===== src/rtl/pbf_pkg.sv =====
// Shared types, codes and constants for the packet byte FIFO with head drop.
// Used by the controller, datapath and top level.
`timescale 1ns / 1ps
package pbf_pkg;

    localparam int BUF_BYTES_DEF   = 4096;
    localparam int MAX_PACKETS_DEF = 64;
    localparam int CMD_W  = 2;
    localparam int LEN_W  = 16;
    localparam int HELD_W = 13;
    localparam int STAT_W = 3;
    localparam logic [HELD_W-1:0] MAX_BYTES_RST = 13'd4096;

    typedef enum logic [CMD_W-1:0] {
        CMD_PUT   = 2'd0,
        CMD_READ  = 2'd1,
        CMD_FLUSH = 2'd2,
        CMD_NOP   = 2'd3
    } t_cmd;

    typedef enum logic [STAT_W-1:0] {
        ST_OK      = 3'd0,
        ST_TOO_BIG = 3'd1,
        ST_ZERO    = 3'd2,
        ST_DROPPED = 3'd3,
        ST_EMPTY   = 3'd4
    } t_status;

    typedef enum logic [2:0] {
        S_IDLE,
        S_DECIDE,
        S_DROP,
        S_READ,
        S_OUT
    } t_state;

    // Controller to datapath.
    typedef struct packed {
        logic latch;      // capture the accepted request
        logic flush;
        logic discard;    // swallow one byte of a rejected packet
        logic reject;     // first byte of a too-large packet
        logic store;      // store the byte (continuation or first)
        logic first;      // first byte: reserve length in the queue
        logic drop;       // drop the head packet
        logic rd_issue;   // read the head byte from the store
        logic rd_done;    // advance past the byte read
        logic load_out;   // register the result
        t_status status;
        logic    valid;
    } t_ctl;

    // Datapath to controller.
    typedef struct packed {
        t_cmd cmd;
        logic incoming;    // r_left nonzero
        logic discarding;
        logic len_zero;
        logic too_big;
        logic need_drop;
        logic queue_empty;
    } t_sts;

endpackage


===== src/rtl/pbf_ctrl.sv =====
// Controller state machine for the packet byte FIFO.
// Depends on pbf_pkg; drives pbf_dp through t_ctl and watches t_sts.
`timescale 1ns / 1ps
module pbf_ctrl (
    input  logic           i_clk,
    input  logic           i_rst_n,
    input  logic           i_req_valid,
    output logic           o_req_ready,
    input  logic           i_out_full,
    input  pbf_pkg::t_sts  i_sts,
    output pbf_pkg::t_ctl  o_ctl
);
    pbf_pkg::t_state r_state, n_state;
    logic r_dropped, n_dropped;

    always_ff @(posedge i_clk) begin
        if (!i_rst_n) begin
            r_state   <= pbf_pkg::S_IDLE;
            r_dropped <= 1'b0;
        end else begin
            r_state   <= n_state;
            r_dropped <= n_dropped;
        end
    end

    always_comb begin
        n_state     = r_state;
        n_dropped   = r_dropped;
        o_ctl       = '0;
        o_ctl.status = pbf_pkg::ST_OK;
        o_req_ready = 1'b0;
        unique case (r_state)
            pbf_pkg::S_IDLE: begin
                o_req_ready = !i_out_full;
                if (i_req_valid && !i_out_full) begin
                    o_ctl.latch = 1'b1;
                    n_dropped   = 1'b0;
                    n_state     = pbf_pkg::S_DECIDE;
                end
            end
            pbf_pkg::S_DECIDE: begin
                o_ctl.load_out = 1'b1;
                n_state = pbf_pkg::S_IDLE;
                unique case (i_sts.cmd)
                    pbf_pkg::CMD_PUT: begin
                        if (i_sts.incoming) begin
                            if (i_sts.discarding) begin
                                o_ctl.discard = 1'b1;
                                o_ctl.status  = pbf_pkg::ST_TOO_BIG;
                            end else begin
                                o_ctl.store = 1'b1;
                            end
                        end else if (i_sts.len_zero) begin
                            o_ctl.status = pbf_pkg::ST_ZERO;
                        end else if (i_sts.too_big) begin
                            o_ctl.reject = 1'b1;
                            o_ctl.status = pbf_pkg::ST_TOO_BIG;
                        end else if (i_sts.need_drop) begin
                            o_ctl.load_out = 1'b0;
                            n_dropped  = 1'b1;
                            n_state    = pbf_pkg::S_DROP;
                        end else begin
                            o_ctl.store  = 1'b1;
                            o_ctl.first  = 1'b1;
                            o_ctl.status = r_dropped ? pbf_pkg::ST_DROPPED : pbf_pkg::ST_OK;
                        end
                    end
                    pbf_pkg::CMD_READ: begin
                        if (i_sts.queue_empty) begin
                            o_ctl.status = pbf_pkg::ST_EMPTY;
                        end else begin
                            o_ctl.load_out = 1'b0;
                            o_ctl.rd_issue = 1'b1;
                            n_state = pbf_pkg::S_READ;
                        end
                    end
                    pbf_pkg::CMD_FLUSH: o_ctl.flush = 1'b1;
                    default: ;
                endcase
            end
            pbf_pkg::S_DROP: begin
                // One head packet leaves per pass; the fit test is then rerun.
                o_ctl.drop = 1'b1;
                n_state = pbf_pkg::S_DECIDE;
            end
            pbf_pkg::S_READ: begin
                o_ctl.rd_done  = 1'b1;
                o_ctl.load_out = 1'b1;
                o_ctl.valid    = 1'b1;
                n_state = pbf_pkg::S_IDLE;
            end
            default: n_state = pbf_pkg::S_IDLE;
        endcase
    end
endmodule


===== config.mk =====
export PLATFORM = sky130hd
export DESIGN_NAME = pbf_ctrl
export DESIGN_NICKNAME = d
export VERILOG_FILES = /design/src/rtl/pbf_pkg.sv /design/src/rtl/pbf_ctrl.sv
export SDC_FILE = /design/constraint.sdc
export NUM_CORES = 1
export LEC_CHECK = 0
export BUFFER_PORTS_ARGS = -buffer_cell sky130_fd_sc_hd__buf_2
export CAP_MARGIN = 20
export CORE_AREA = 2 2 39 41
export DETAILED_ROUTE_END_ITERATION = 16
export DIE_AREA = 0 0 41 43
export GPL_TIMING_DRIVEN = 1
export PLACE_DENSITY = 0.61
export SLEW_MARGIN = 15
export SYNTH_ARGS = -nofsm -noshare
export SYNTH_HDL_FRONTEND = slang
export SYNTH_SLANG_ARGS = --single-unit
export TNS_END_PERCENT = 100

===== constraint.sdc =====
create_clock -name i_clk -period 1.1 [get_ports i_clk]
set_input_delay 0 -clock i_clk [delete_from_list [all_inputs] [get_ports i_clk]]
set_output_delay 0 -clock i_clk [all_outputs]
set_load 0.02 [all_outputs]

# Yosys cells after proc, flatten, opt, wreduce, memory -nomap -nowiden
# Index checks and enable logic that the tools add are counted.
dict set report classes {
  n_eq_ne 11
  muxes 51
  reduce_logical 6
}
# cell n
set ops {}
lappend ops {{1-bit two-way mux} 28}
lappend ops {{2-bit two-way mux} 12}
lappend ops {{3-bit two-way mux} 4}
lappend ops {{2-bit inequality test (second input constant)} 5}
lappend ops {{3-bit case mux with 3 select lines} 1}
lappend ops {{4-bit case mux with 2 select lines} 1}
lappend ops {{7-bit AND reduction} 1}
lappend ops {{3-bit by 2-bit equality test with 1-bit output (second input constant)} 2}
lappend ops {{5-bit two-way mux} 1}
lappend ops {{4-bit two-way mux} 1}
lappend ops {{1-bit case mux with 2 select lines} 2}
lappend ops {{2-bit case mux with 2 select lines} 1}
lappend ops {{3-bit by 1-bit equality test with 1-bit output (second input constant)} 1}
lappend ops {{3-bit logical NOT} 1}
lappend ops {{2-bit by 1-bit equality test with 1-bit output (second input constant)} 1}
lappend ops {{2-bit equality test (second input constant)} 1}
lappend ops {{2-bit logical NOT} 1}
lappend ops {{2-bit by 1-bit inequality test with 1-bit output (second input constant)} 1}
lappend ops {{2-bit nonzero test} 1}
lappend ops {{1-bit logical AND} 1}
lappend ops {{1-bit logical NOT} 1}
dict set report totals {
  regBits 4
  output_inout_bits 15
  elab_cells 70
}

# Logic depth before layout (Yosys ltp)
# Gate-level depths: netlist of the first run.
dict set report logic_depth {
  ltp_word 7
  depth_mapped 4
  mapped_depth_nobuf 3
}

# Worst setup path after synthesis of the first run
# OpenSTA, ideal clock, no wires.
dict set report synth_timing {
  kind {register -> register}
  start {reg r_state[0]}
  end {reg r_dropped}
  t_arrival_ns 1.085
  t_required_ns 0.949
  path_slack_ns -0.136
  stages_incl_launch_ff 4
  period_less_slack_ns 1.236
  path_cell_list {dfxtp_1 buf_4 nor3_1 nor3_1}
}
dict set report synth_via {
  elab_chain_len 3
}
# item line
set synth_rtl {}
lappend synth_rtl {{start: declaration} pbf_ctrl.sv:13} ;# pbf_pkg::t_state r_state, n_state;
lappend synth_rtl {{start signal: assignment} pbf_ctrl.sv:18} ;# r_state <= pbf_pkg::S_IDLE;
lappend synth_rtl {{start signal: assignment} pbf_ctrl.sv:21} ;# r_state <= n_state;
lappend synth_rtl {{3-bit by 1-bit equality test with 1-bit output / 3-bit logical NOT (equally long branches)} pbf_ctrl.sv:32} ;# unique case (r_state)
lappend synth_rtl {{2-bit by 1-bit inequality test with 1-bit output (no source line) (tied with other cells)} -}
lappend synth_rtl {{7-bit AND reduction (no source line)} -}
lappend synth_rtl {{end signal: assignment} pbf_ctrl.sv:22} ;# r_dropped <= n_dropped;
lappend synth_rtl {{end: declaration} pbf_ctrl.sv:14} ;# logic r_dropped, n_dropped;
# Several ways; a longest one is shown, not always the timed one.
# A chain may end at the register's enable or synchronous reset.

==> results of run 1 <==
worst max-delay path by stage:
stage                                 start                      to  slack [ns]
floorplan           r_state[0]$_SDFFE_PN0N_  r_dropped$_SDFFE_PN0P_       -0.14
global placement    r_state[1]$_SDFFE_PN0N_                o_ctl[1]       -0.03
detailed placement  r_state[1]$_SDFFE_PN0N_                o_ctl[1]       -0.07
CTS                 r_state[0]$_SDFFE_PN0N_                o_ctl[1]       -0.19
global route        r_state[0]$_SDFFE_PN0N_                o_ctl[8]       -0.23
finish              r_state[0]$_SDFFE_PN0N_                o_ctl[1]       -0.21
synth_stat cells (all sizes together):
cell type,number,area (um^2)
a21oi,5,25.0
a31oi,1,6.26
and2,2,12.5
and3,2,12.5
and3b,1,8.76
and4b,1,10.0
buf,2,15.0
dfxtp,3,60.1
inv,2,7.51
nand2,3,11.3
nand2b,1,6.26
nor2,6,22.5
nor2b,2,12.5
nor3,5,25.0
nor3b,1,7.51
nor4b,2,30.0
o21a,2,15.0
o21ai,1,5.00
o21bai,1,11.3
where the power goes:
part	switching, mW	total (mW)	internal (mW)
Combinational	0.0671	0.131	0.0641
Sequential	0.00226	0.114	0.112
Clock	0.0616	0.198	0.136
flip-flops by register name, summed over array words and instances (netlist names):
signal / cells
r_state: 2
r_dropped: 1
per-layer routing:
layer	up-vias	track usage [%]
li1	226	-
met1	208	15.1
met2	16	19.4
met3	4	3.66
met4	0	12.0
met5	-	0
cells by family (layout without fill, tap and decap cells):
kind of cell / count (synthesis) / count (layout) / share of synthesized area [%]
DFF: 3 / 3 / 19.8
AOI/OAI and AO/OA: 10 / 10 / 20.6
buffers and inverters: 4 / 39 / 7.41
and+or+nand+nor: 26 / 26 / 52.3
tightest hold or removal path: cells and delay by family:
family / cells / cell delay [ns]
AO/OA/AOI/OAI: 1 / 0.17
buffers and inverters: 1 / 0.08
AND/OR/NAND/NOR: 2 / 0.13
metrics by stage:
stage | cells | TNS, ns | hold slack, ns | area (um^2) | power (mW)
after floorplan | 43 | -0.136 | 0.0510 | 320 | 0.163
after global placement | 87 | -0.0300 | 0.236 | 485 | 0.215
after global routing | 94 | -1.67 | 0.211 | 638 | 0.473
after detailed placement | 87 | -0.0883 | 0.243 | 485 | 0.215
final | 94 | -0.943 | 0.190 | 638 | 0.443
after CTS | 92 | -0.839 | 0.175 | 586 | 0.433
repair_timing:
item,in CTS,in global routing
cloned,0,0
hold endpoints to repair,2,0
gates resized for setup,20,10
setup buffers,0,2
setup endpoints to repair,10,12
hold buffers,1,0
pin swaps,4,3
final cells by class:
| cell class | count | area (um^2) |
|---|---|---|
| fillers | 147 | 746 |
| multi-input cells | 36 | 273 |
| repair buffers | 33 | 249 |
| flip-flops and latches | 3 | 62.6 |
| clock buffers | 4 | 26.3 |
| well taps | 16 | 20.0 |
| inverters | 2 | 7.51 |
==> results.toml, run 1 <==
[run_status]
status = "complete, but fails checks"
violations = "setup timing"

[critical_path]
worstPathBufferInverterCount = 1
timing.critical_path.arrival_ns = 1.31
worst-setup-path-type = "reg2out"
timing.critical_path.cells = "nor4b_4 > and3_4 > o21bai_2 > buf_6"
critical-path-slowest-cell = "dfxtp_2"
crit_reg_reg_endpoint = "r_state[0]$_SDFFE_PN0N_"
cpLargestDelayFamily = "simple AND/OR/NAND/NOR gates"
worst-path-stages = 4
worst_r2r_startpoint = "r_state[0]$_SDFFE_PN0N_"
r2r_slack_ns = 0.08
end_kind = "output pin"
critical_path.startpoint_type = "flop"
cp_data_required_time_ns = 1.10
worstRegToRegCells = 4
cpPeakStageDelay_ns = 0.34
cp_max_fo = 3

[flow_run]
cap_viol_max_count = 0

[logic_synthesis]
synth_nets = 55
netlist_area_pre_place_um2 = 304
synth_sequential_area_ratio_pct = 19.8
post_synth_inst_count = 43
synthesis.area_per_instance_um2 = 7.07
synth.distinct_cells = 19
yosysWarningCount = 0
synth.ff_latch_count = 3

[min_path]
worst_hold_startpoint = "i_sts[0]"
worstHoldPathType = "in2reg"
hold_end = "r_state[1]$_SDFFE_PN0N_"
hold-path-cell-count = 4

[global_route]
globalRouteTotalUtil_pct = 13.4
grt_antenna_before_repair = 0
grt-ovfl-total = 0
grt_max_degree = 7
grt_pass1_vias = 377
grt_pass1_wl_um = 1500

[drt]
first_pass_iters = 5
m1WireLength_um = 444
num_vias = 454
dr_wl_met2_um = 525
route.detailed.vias_per_inst = 4.83
postRouteAntennaNets = 0
drc = 0
first_iter_violations = 6
drt_wl_total_um = 1060
post_drt_wl_per_cell_um = 11.3
met3_length_um = 43
top_layer = "met4"

[floorplanning]
floorplan.rows = 14
initial_core_util_pct = 22.0
core_region_area_um2 = 1380
width_of_the_chip_um = 41
floorplan.die.height_um = 43
floorplan.io_pins = 27
fp.dieArea_um2 = 1760

[clock_tree]
cts_made_buffers = 3
cts_max_level = 1
clkTransAtPathRegs_ns = 0.04
cts_root_buffer = "clkbuf_4"
cts_num_sinks = 3
clockBufferDepth = 2
tritoncts = "done"
clkLatencyLatePin_ns = 0.24

[sta]
fmax_mhz = 766
layout_setup_ws_ns = -0.205
finalWorstPathRequiredPeriod_ns = 1.31
fin_crit_sh_pct = 119
worst_slew_pin_slew_ns = 0.326
max-slew-margin-rel_pct = 78.2
grt_setup_unrepaired = "yes"
timing.clock.skew_ns = 0.00300
finalMaxSlewViolations = 0
hold_viol_final = 0
setup_viol = 12

[power]
total_leakage_power_nw = 0.302
power.density_nw_per_um2 = 694
vdd.ir_drop.worst_v = 0.000250

[final_layout]
antenna_cells_inserted = 0
finalCoreUtilization_pct = 46.1
commonest_cells_after_routing_fill_and_taps_aside = "buf_2 (14), buf_6 (9), buf_4 (9)"
final_nets = 91
drive_above_1_share_pct = 60.3
layout.cells.most_common = "buf_2"
areaGrowthSynthToFinish_pct = 110

[placed_design]
io_buffers = 26
detailedPlace.worstSlack_ns = -0.0688
place_congestion = 0.683
place_hpwl_um = 742
No activity file was read; power rests on OpenSTA's default activity.
==> inputs of run 2 (changes only) <==
--- a/config.mk
+++ b/config.mk
@@ -12,6 +12,7 @@
 export DIE_AREA = 0 0 41 43
 export GPL_TIMING_DRIVEN = 1
 export PLACE_DENSITY = 0.61
+export RECOVER_POWER = 50
 export SLEW_MARGIN = 15
 export SYNTH_ARGS = -nofsm -noshare
 export SYNTH_HDL_FRONTEND = slang
==> results.toml, run 2 (synthesized netlist as in run 1, its figures left out) <==
[drt]
drt_wl_total_um = 1060
drc = 0
first_iter_violations = 6
num_vias = 450
first_pass_iters = 5
postRouteAntennaNets = 0
route.detailed.vias_per_inst = 4.79
post_drt_wl_per_cell_um = 11.3

[sta]
finalWorstPathRequiredPeriod_ns = 1.31
layout_setup_ws_ns = -0.205
fin_crit_sh_pct = 119
fmax_mhz = 766
finalMaxSlewViolations = 0
worst_slew_pin_slew_ns = 0.326
timing.clock.skew_ns = 0.00300
setup_viol = 10
hold_viol_final = 0
setup_tns_ns = -0.966
grt_setup_unrepaired = "yes"
max-slew-margin-rel_pct = 78.2
fin_hold_ws_ns = 0.190

[placed_design]
place_area_um2 = 485
place_congestion = 0.683
io_buffers = 26
detailedPlace.worstSlack_ns = -0.0688
place_hpwl_um = 742
placed_cells = 87

[final_layout]
n_fill_cell = 149
number_of_flip_flops_in_the_largest_register = 2
antenna_cells_inserted = 0
layout.cells.most_common = "buf_2"
finalCoreUtilization_pct = 45.7
drive_above_1_share_pct = 60.3
commonest_cells_after_routing_fill_and_taps_aside = "buf_2 (14), buf_6 (9), buf_4 (9)"
areaGrowthSynthToFinish_pct = 108
final-instance-count-excl-fill = 94
stdcell_area_um2 = 632
reg_top3 = "r_state (2), r_dropped (1)"
top_register = "r_state"
final_nets = 91

[power]
report.power.total_mw = 0.441
power.density_nw_per_um2 = 698
vdd.ir_drop.worst_v = 0.000248
total_leakage_power_nw = 0.305

[floorplanning]
width_of_the_chip_um = 41
floorplan.die.height_um = 43
floorplan.rows = 14
floorplan.io_pins = 27
initial_core_util_pct = 22.0
fp.dieArea_um2 = 1760
core_region_area_um2 = 1380

[critical_path]
cp_max_fo = 3
cp_data_required_time_ns = 1.10
timing.critical_path.arrival_ns = 1.31
end_kind = "output pin"
worst-setup-path-type = "reg2out"
critical_path.startpoint_type = "flop"

[clock_tree]
clkLatencyLatePin_ns = 0.24
tritoncts = "done"
cts_root_buffer = "clkbuf_4"
clkTransAtPathRegs_ns = 0.04
cts_num_sinks = 3
cts_max_level = 1
clockBufferDepth = 2
cts_made_buffers = 3

[global_route]
grt-ovfl-total = 0
grt_max_degree = 7
globalRouteTotalUtil_pct = 13.4
grt_pass1_vias = 377
grt_pass1_wl_um = 1500
grt_antenna_before_repair = 0

[run_status]
violations = "setup timing"
status = "complete, but fails checks"

[flow_run]
cap_viol_max_count = 0

[min_path]
worstHoldPathType = "in2reg"
-- run 2: cell type report --
| cell class | count | area (um^2) | share of cell area (%) |
|---|---|---|---|
| multi-input cells | 36 | 267 | 42.2 |
| repair buffers | 33 | 249 | 39.4 |
| flip-flops and latches | 3 | 62.6 | 9.90 |
| clock buffers | 4 | 26.3 | 4.16 |
| well taps | 16 | 20.0 | 3.17 |
| inverters | 2 | 7.51 | 1.19 |
-- run 2: layer usage --
metal / part of all wire [%] / GRT usage (%) / up-vias
met4: 4.5 / 12.0 / 0
met1: 42 / 15.1 / 205
met3: 4.0 / 3.66 / 4
li1: - / - / 225
met5: 0 / 0 / -
met2: 50 / 19.4 / 16
-- run 2: critical path, stage by stage (launching register included) --
cell,delay [ns]
dfxtp_2,0.34
nor4b_4,0.24
and3_4,0.23
o21bai_2,0.12
buf_6,0.13
-- run 2: final timing paths --
| check | from | to | slack, ns | cells past startpoint |
|---|---|---|---|---|
| max reg2reg | r_state[0]$_SDFFE_PN0N_ | r_state[0]$_SDFFE_PN0N_ | 0.08 | 4 |
| min reg2reg | r_dropped$_SDFFE_PN0P_ | r_dropped$_SDFFE_PN0P_ | 0.57 | 2 |
| min | i_sts[0] | r_state[1]$_SDFFE_PN0N_ | 0.19 | 4 |
| max | r_state[0]$_SDFFE_PN0N_ | o_ctl[1] | -0.21 | 4 |
-- run 2: power by group --
group / internal [mW] / total [mW] / switching [mW]
logic: 0.0632 / 0.129 / 0.0656
registers: 0.112 / 0.114 / 0.00226
clock network: 0.136 / 0.198 / 0.0616
total: 0.311 / 0.441 / 0.129
-- run 2: repair_timing --
item	CTS	global route
pin swaps	4	3
hold buffers	1	0
endpoints found under the hold margin	2	0
resized for setup	20	10
setup endpoints to repair	10	12
buffers inserted	0	2
